File: src/hdl/dvrt_ram.sv
module dvrt_ram #(
   parameter int WIDTH = 8,
   parameter int DEPTH = 32
) (
   input  logic                     clock,
   input  logic                     wr_en,
   input  logic [$clog2(DEPTH)-1:0] wr_addr,
   input  logic [WIDTH-1:0]         wr_data,
   input  logic [$clog2(DEPTH)-1:0] rd_addr,
   output logic [WIDTH-1:0]         rd_data
);
   logic [WIDTH-1:0] mem [DEPTH];
   logic [WIDTH-1:0] rd_data_ff;

   always_ff @(posedge clock) begin
      if (wr_en) begin
         mem[wr_addr] <= wr_data;
      end
      rd_data_ff <= mem[rd_addr];
   end

   assign rd_data = rd_data_ff;
endmodule
File: config.mk
export PLATFORM = sky130hd
export DESIGN_NAME = dvrt_ram
export DESIGN_NICKNAME = d
export VERILOG_FILES = /design/src/hdl/dvrt_ram.sv
export SDC_FILE = /design/constraint.sdc
export NUM_CORES = 1
export LEC_CHECK = 0
export BUFFER_PORTS_ARGS = -buffer_cell sky130_fd_sc_hd__buf_2
export CAP_MARGIN = 20
export CORE_MARGIN = 10
export CORE_UTILIZATION = 47
export DETAILED_ROUTE_END_ITERATION = 10
export SYNTH_ARGS = -nofsm -noshare
export SYNTH_HDL_FRONTEND = slang
export SYNTH_SLANG_ARGS = --single-unit
File: constraint.sdc
create_clock -name clock -period 4.5 [get_ports clock]
set_input_delay 0.45 -clock clock [delete_from_list [all_inputs] [get_ports clock]]
set_output_delay 0.45 -clock clock [all_outputs]
set_load 0.01 [all_outputs]
==> impl_results.md, run 1 <==
- Status: complete, no violations
- Cell area after synthesis: 10050 um2
- Slowest stage cell, crit path: mux4_2
- CP max stage delay: 0.55 ns
- Nets: 477
- Initial core utilization: 47.82%
- DR pass1 iterations: 5
- Cell Pwr Density: 450.1 nW/um2
- Clk slew on worst S/H paths: 0.06 ns
- Crit-path max FO: 26
- Yosys warns: 0
- Top cells by count, synth: edfxtp_1 (256), mux4_2 (80), nor2_1 (33)
- Post-CTS Hold Buffers: 0
- Fillers: 1588
- Cell taking the most area after synthesis: edfxtp_1
- Worst Path Required: 4.91 ns
- Maximum vdd ir drop: 0.2999 mV
- Skew-Pair Late Insertion Delay: 0.52 ns
- DRT iter0 DRCs: 438
- Antenna Cells: 0
- Core area: 21020 um2
- Die H: 166.3 um
- Cells after Synth: 417
- Relative slew slack: 26.78%
- Buf+Inv Stages, Crit Path: 2
- Max_cap viols: 0
- WL/cell: 27.69 um
- Top post-synthesis cells by area: edfxtp_1 (76%), mux4_2 (18%), dfxtp_1 (1.6%)
- Antenna violations before repair: 0
- Total wire length: 20.83 mm
- CTS buffer count: 27
- Chip Width: 166.3 um
- Io pins: 28
- Root Driver: clkbuf_16
- Share of the synthesized area in the top cell type: 76.47%
- Setup violators final: 0
- Die ar.: 27640 um2
- Critical path cell sequence: buf_4 -> buf_4 -> mux4_2 -> mux4_2 -> mux2_2
- Final min period: 2.233 ns
- H-Tree Depth: 1
- Hold Crit Class: in2reg
- Total clock sinks: 264
- CP top delay family: multiplexers
- Synth Register Bits: 264
- Area delta synth->final: 12.62%
- Main synth FF type: edfxtp_1
- Post-Route Setup TNS: 0 ns
- Pins over their slew limit: 0
- Ratio of cells with drive above 1 in the final layout: 33.12%
- RSZ-0062 raised after global routing: false
- All-Layer GR Usage: 14.95%
- Setup crit end kind: flop
- Hold Fails Final Rpt: 0
- Syn nets: 437
- Netlist cell types: 15
- Syn avg cell area: 24.11 um2
- Critical Setup Path Class: in2reg
- Async S/R FF share, synth: 0%
- Period utilization: 49.63%
- CTS max path bufs: 3
- # rows: 53
- Post-CTS Repair Setup Buffers: 0
- Antenna Nets Post-Route: 0
- Register area share after synthesis: 78.06%
- Via count: 4442
- Clk_skew: 0.006731 ns
- Detailed Place HPWL: 12.64 mm
- Worst Setup Start Kind: input port
- Buffers on Ports: 27
- RD Place Congestion: 0.7581
- Fmax: 447.8 MHz
- First-pass GRT wire length: 31.20 mm
- Count leader, synth: edfxtp_1
- DR vias/cell: 5.907
- Largest net degree at the start of global routing: 65
- Worst EP arrival: 2.65 ns
- CTS resizes: 0
- Post-synth EDFFs: 256
- Pleak: 3.503 nW
- DRC: 0
- Gr ovfl total: 0
- Worst Tran Pin Value: 1.094 ns
- CTS tree: yes
- Vias in the first global route: 4712
- Final core occ: 53.86%
-- flip-flops by register name (all words and copies together), names as in the netlist --
signal	count
mem	256
rd_data	8
-- final timing paths --
kind	end	slack, ns	startpoint	cells after the start
max	rd_data[4]$_DFF_P_	2.27	rd_addr[0]	5
min	rd_data[7]$_DFF_P_	0.42	rd_addr[3]	2
max reg2reg	rd_data[3]$_DFF_P_	2.66	mem[0][3]$_DFFE_PP_	3
min reg2reg	rd_data[5]$_DFF_P_	0.90	mem[8][5]$_DFFE_PP_	3
-- per-layer routing --
layer | GRT usage (%) | up-vias | share of wire, %
li1 | - | 1861 | -
met1 | 21.50 | 2380 | 44
met2 | 22.48 | 173 | 47
met3 | 3.597 | 28 | 7.3
met4 | 3.856 | 0 | 1.6
met5 | 0 | - | 0
-- power breakdown --
| part | internal (mW) | total (mW) | switching (mW) |
|---|---|---|---|
| combinational | 0.110 | 0.251 | 0.142 |
| clock | 1.23 | 2.10 | 0.866 |
| sequential | 2.73 | 2.75 | 0.0125 |
-- through the flow --
stage | worst slack, ns | hold WS, ns | power (mW) | area (um2) | std cells
after floorplan | 2.248 | 0.5489 | 2.944 | 10050 | 417
after global placement | 1.685 | 0.8566 | 3.050 | 10480 | 702
after detailed placement | 1.689 | 0.8567 | 3.056 | 10480 | 702
after CTS | 2.240 | 0.3900 | 5.139 | 11310 | 751
after global routing | 2.112 | 0.3986 | 5.252 | 11320 | 752
final | 2.267 | 0.4160 | 5.096 | 11320 | 752
-- worst register-to-register path: stages, from the launching register on --
cell and delay (ns):
edfxtp_1 0.37, mux4_2 0.52, mux4_2 0.55, mux2_2 0.29
-- area by class of cell --
cell class	instances	area, um2	area share, %
clock inverters	6	58.81	0.5194
clock buffers	43	775.7	6.852
repair buffers	31	196.4	1.735
multi-input cells	133	2100	18.54
flip-flops and latches	264	7848	69.31
well taps	275	344.1	3.039
-- cells in the final DEF (no fill, tap or decap) --
master and n:
nand3_1 2, or3b_2 3, buf_2 26, dfxtp_1 8, nor2_1 33, bufinv_16 1
nand2_1 1, clkinv_1 1, clkbuf_1 12, clkinvlp_4 2, buf_12 2, clkinv_2 2
edfxtp_1 256, nand3b_1 5, buf_4 2, or3_1 1, mux4_2 80, mux2_2 8
clkbuf_16 27, clkbuf_8 4, buf_6 1
-- cells by family (layout without fill, tap and decap cells) --
| family | count (synthesis) | after routing | synth area share (%) |
|---|---|---|---|
| buffers and inverters | 20 | 80 | 1.058 |
| flip-flops | 264 | 264 | 78.06 |
| AND/OR/NAND/NOR | 45 | 45 | 2.066 |
| multiplexers | 88 | 88 | 18.82 |
No activity file was read; power rests on OpenSTA's default activity.
==> run 2: changes to the inputs <==
--- a/config.mk
+++ b/config.mk
@@ -5,6 +5,7 @@
 export SDC_FILE = /design/constraint.sdc
 export NUM_CORES = 1
 export LEC_CHECK = 0
+export ABC_AREA = 1
 export BUFFER_PORTS_ARGS = -buffer_cell sky130_fd_sc_hd__buf_2
 export CAP_MARGIN = 20
 export CORE_MARGIN = 10
==> constraint.sdc (replaced) <==
create_clock -name clock -period 2.2 [get_ports clock]
set_input_delay 0.22 -clock clock [delete_from_list [all_inputs] [get_ports clock]]
set_output_delay 0.22 -clock clock [all_outputs]
set_load 0.01 [all_outputs]
==> run 2 against run 1 <==
Effect of this change: die area grew 6.4%; register-to-register slack got worse by 1.7 ns; non-clock buffer count grew 40; critical path depth decreased by 4; power is 110% higher; combinational power grew to 2.6 times the previous value; clock skew hardly changed; flip-flop and latch count unchanged; critical endpoint is now rd_data[5]; synthesized area grew 7.3%; sequential share of layout area down 4.7 points; wire length is 20% higher.
==> impl_results.md, run 2 <==
- Worst Tran Pin Value: 0.7392 ns
- Period utilization: 58.39%
- Netlist cell types: 12
- WL/cell: 19.63 um
- Top cells by count, synth: nand2_1 (360), edfxtp_1 (256), nand3_1 (204)
- Maximum vdd ir drop: 0.8459 mV
- Final worst setup slack: 0.9155 ns
- Clk_skew: 0.007004 ns
- Ratio of cells with drive above 1 in the final layout: 11.30%
- Crit-path max FO: 1
- Clk pwr share: 41.5%
- Share of the synthesized area in the top cell type: 71.27%
- CTS tree: yes
- Final non-filler cell total: 1276
- Main synth FF type: edfxtp_1
- Count leader, synth: nand2_1
- Chip Width: 171.5 um
- Clk slew on worst S/H paths: 0.06 ns
- RSZ-0062 raised after global routing: false
- Worst Setup Start Kind: flop
- Cells after Synth: 922
- Final min period: 1.284 ns
- Syn avg cell area: 11.70 um2
- DR pass1 iterations: 8
- Buffers on Ports: 27
- RD Place Congestion: 0.8090
- Max reg flops: 256
- Cell area after synthesis: 10790 um2
- Sequential share of power: 52.3%
- Synth Register Bits: 264
- Setup violators final: 0
- Post-Place Cells: 1226
- Post-CTS Hold Buffers: 0
- Detailed Place HPWL: 14.62 mm
- Via count: 6828
- CP top delay family: flip-flops
- Max_cap viols: 0
- Most frequent cells in the layout: nand2_1 (360), edfxtp_1 (256), nand3_1 (204)
- Initial core utilization: 47.64%
- Post-CTS Repair Setup Buffers: 0
- Cell taking the most area after synthesis: edfxtp_1
- Antenna violations before repair: 0
- Fmax: 778.5 MHz
- Slowest stage cell, crit path: dfxtp_1
- Register area share after synthesis: 72.75%
- Largest net degree at the start of global routing: 83
- Top reg by flops: mem
- Skew-Pair Late Insertion Delay: 0.53 ns
- Capture point of the worst path: rd_data[5]
- Worst Path Required: 1.98 ns
- Total Power: 10.74 mW
- Critical path cell sequence: buf_2
- Core area: 22640 um2
- # rows: 55
- DR vias/cell: 5.351
- CP max stage delay: 0.37 ns
- DRT iter0 DRCs: 564
- Status: complete, no violations
- Post-Route Setup TNS: 0 ns
- Placed inst area: 11270 um2
- Nets: 990
- Critical Setup Path Class: reg2out
- Antenna Cells: 0
- Crit path from: rd_data[5]$_DFF_P_
- Top post-synthesis cells by area: edfxtp_1 (71%), nand2_1 (13%), nand3_1 (9.5%)
- Setup crit end kind: output port
- CP Depth: 1
- Vias in the first global route: 6834
- Io pins: 28
- Yosys warns: 0
- H-Tree Depth: 1
- Buf+Inv Stages, Crit Path: 1
- NetSw: 2.292 mW
- Hold Crit Class: in2reg
- CTS max path bufs: 3
- Gr ovfl total: 0
- Antenna Nets Post-Route: 0
- Hold Fails Final Rpt: 0
- All-Layer GR Usage: 17.34%
- Pins over their slew limit: 0
- CTS buffer count: 27
- Cell count of the worst reg-to-reg path: 8
- Total clock sinks: 264
- Pleak: 4.565 nW
- Internal Power: 8.444 mW
- First-pass GRT wire length: 39.28 mm
- Total wire length: 25.05 mm
- Relative slew slack: 50.72%
- Reg-to-reg endpoint: rd_data[0]$_DFF_P_
- DP Worst Slack: 0.5303 ns
- Cell Pwr Density: 884.3 nW/um2
- Post-synth EDFFs: 256
- Worst EP arrival: 1.06 ns
- Most common cell after layout, fill and taps aside: nand2_1
- CTS resizes: 0
- Syn nets: 942
- Switching Share: 21.35%
- Die ar.: 29410 um2
- Non-Filler Cell Area, Final: 12140 um2
- Worst reg-to-reg setup slack: 0.98 ns
- Async S/R FF share, synth: 0%
- Root Driver: clkbuf_16
- Reg2Reg Launch Point: mem[9][0]$_DFFE_PP_
- DRC: 0
- Die H: 171.5 um
- Area delta synth->final: 12.56%
- Logic pwr share: 6.2%
[run 2: per-stage QoR]
stage,utilization (%),hold WS (ns)
2_1_floorplan,-,0.3189
3_3_place_gp,49.77,0.5776
3_5_place_dp,49.77,0.5815
4_1_cts,53.63,0.02247
5_1_grt,53.63,0.05117
6_report,53.63,0.04598
[run 2: worst min path at each step]
stage                           from                  end  cells after the start  slack (ns)
after floorplan           wr_data[0]  mem[0][0]$_DFFE_PP_                      0        0.32
after CTS                 rd_addr[4]   rd_data[1]$_DFF_P_                      3        0.02
final                     rd_addr[4]   rd_data[3]$_DFF_P_                      3        0.05
after detailed placement  rd_addr[4]   rd_data[1]$_DFF_P_                      3        0.58
after global routing      rd_addr[4]   rd_data[1]$_DFF_P_                      3        0.05
after global placement    rd_addr[4]   rd_data[5]$_DFF_P_                      3        0.58
[run 2: logic make-up after synthesis]
logic type             after synthesis  share of synthesized area, %
buffers and inverters               62                         4.141
AND/OR/NAND/NOR                    596                         23.11
flip-flops                         264                         72.75
[run 2: final cells by class]
type,count,area (um2)
Inverter,10,40.04
Tap cell,285,356.6
Sequential cell,264,7848
Fill cell,1952,10500
Clock buffer,43,785.8
Clock inverter,7,88.84
Multi-Input combinational cell,596,2492
Timing Repair Buffer,71,530.5
[run 2: routing by layer]
metal | vias up | GRT usage (%) | part of all wire (%)
met3 | 26 | 2.498 | 5.9
met1 | 3320 | 24.89 | 47
met2 | 192 | 27.44 | 46
met4 | 0 | 3.743 | 1.4
li1 | 3290 | - | -
met5 | - | 0 | 0
[run 2: power groups by stage]
| stage | sequential, mW | combinational (mW) | clock (mW) |
|---|---|---|---|
| 6_report | 5.61 | 0.663 | 4.46 |
| 4_1_cts | 5.62 | 0.670 | 4.53 |
| 5_1_grt | 5.62 | 0.746 | 4.73 |
| 3_3_place_gp | 5.72 | 0.663 | 0 |
| 2_1_floorplan | 5.72 | 0.403 | 0 |
| 3_5_place_dp | 5.72 | 0.668 | 0 |
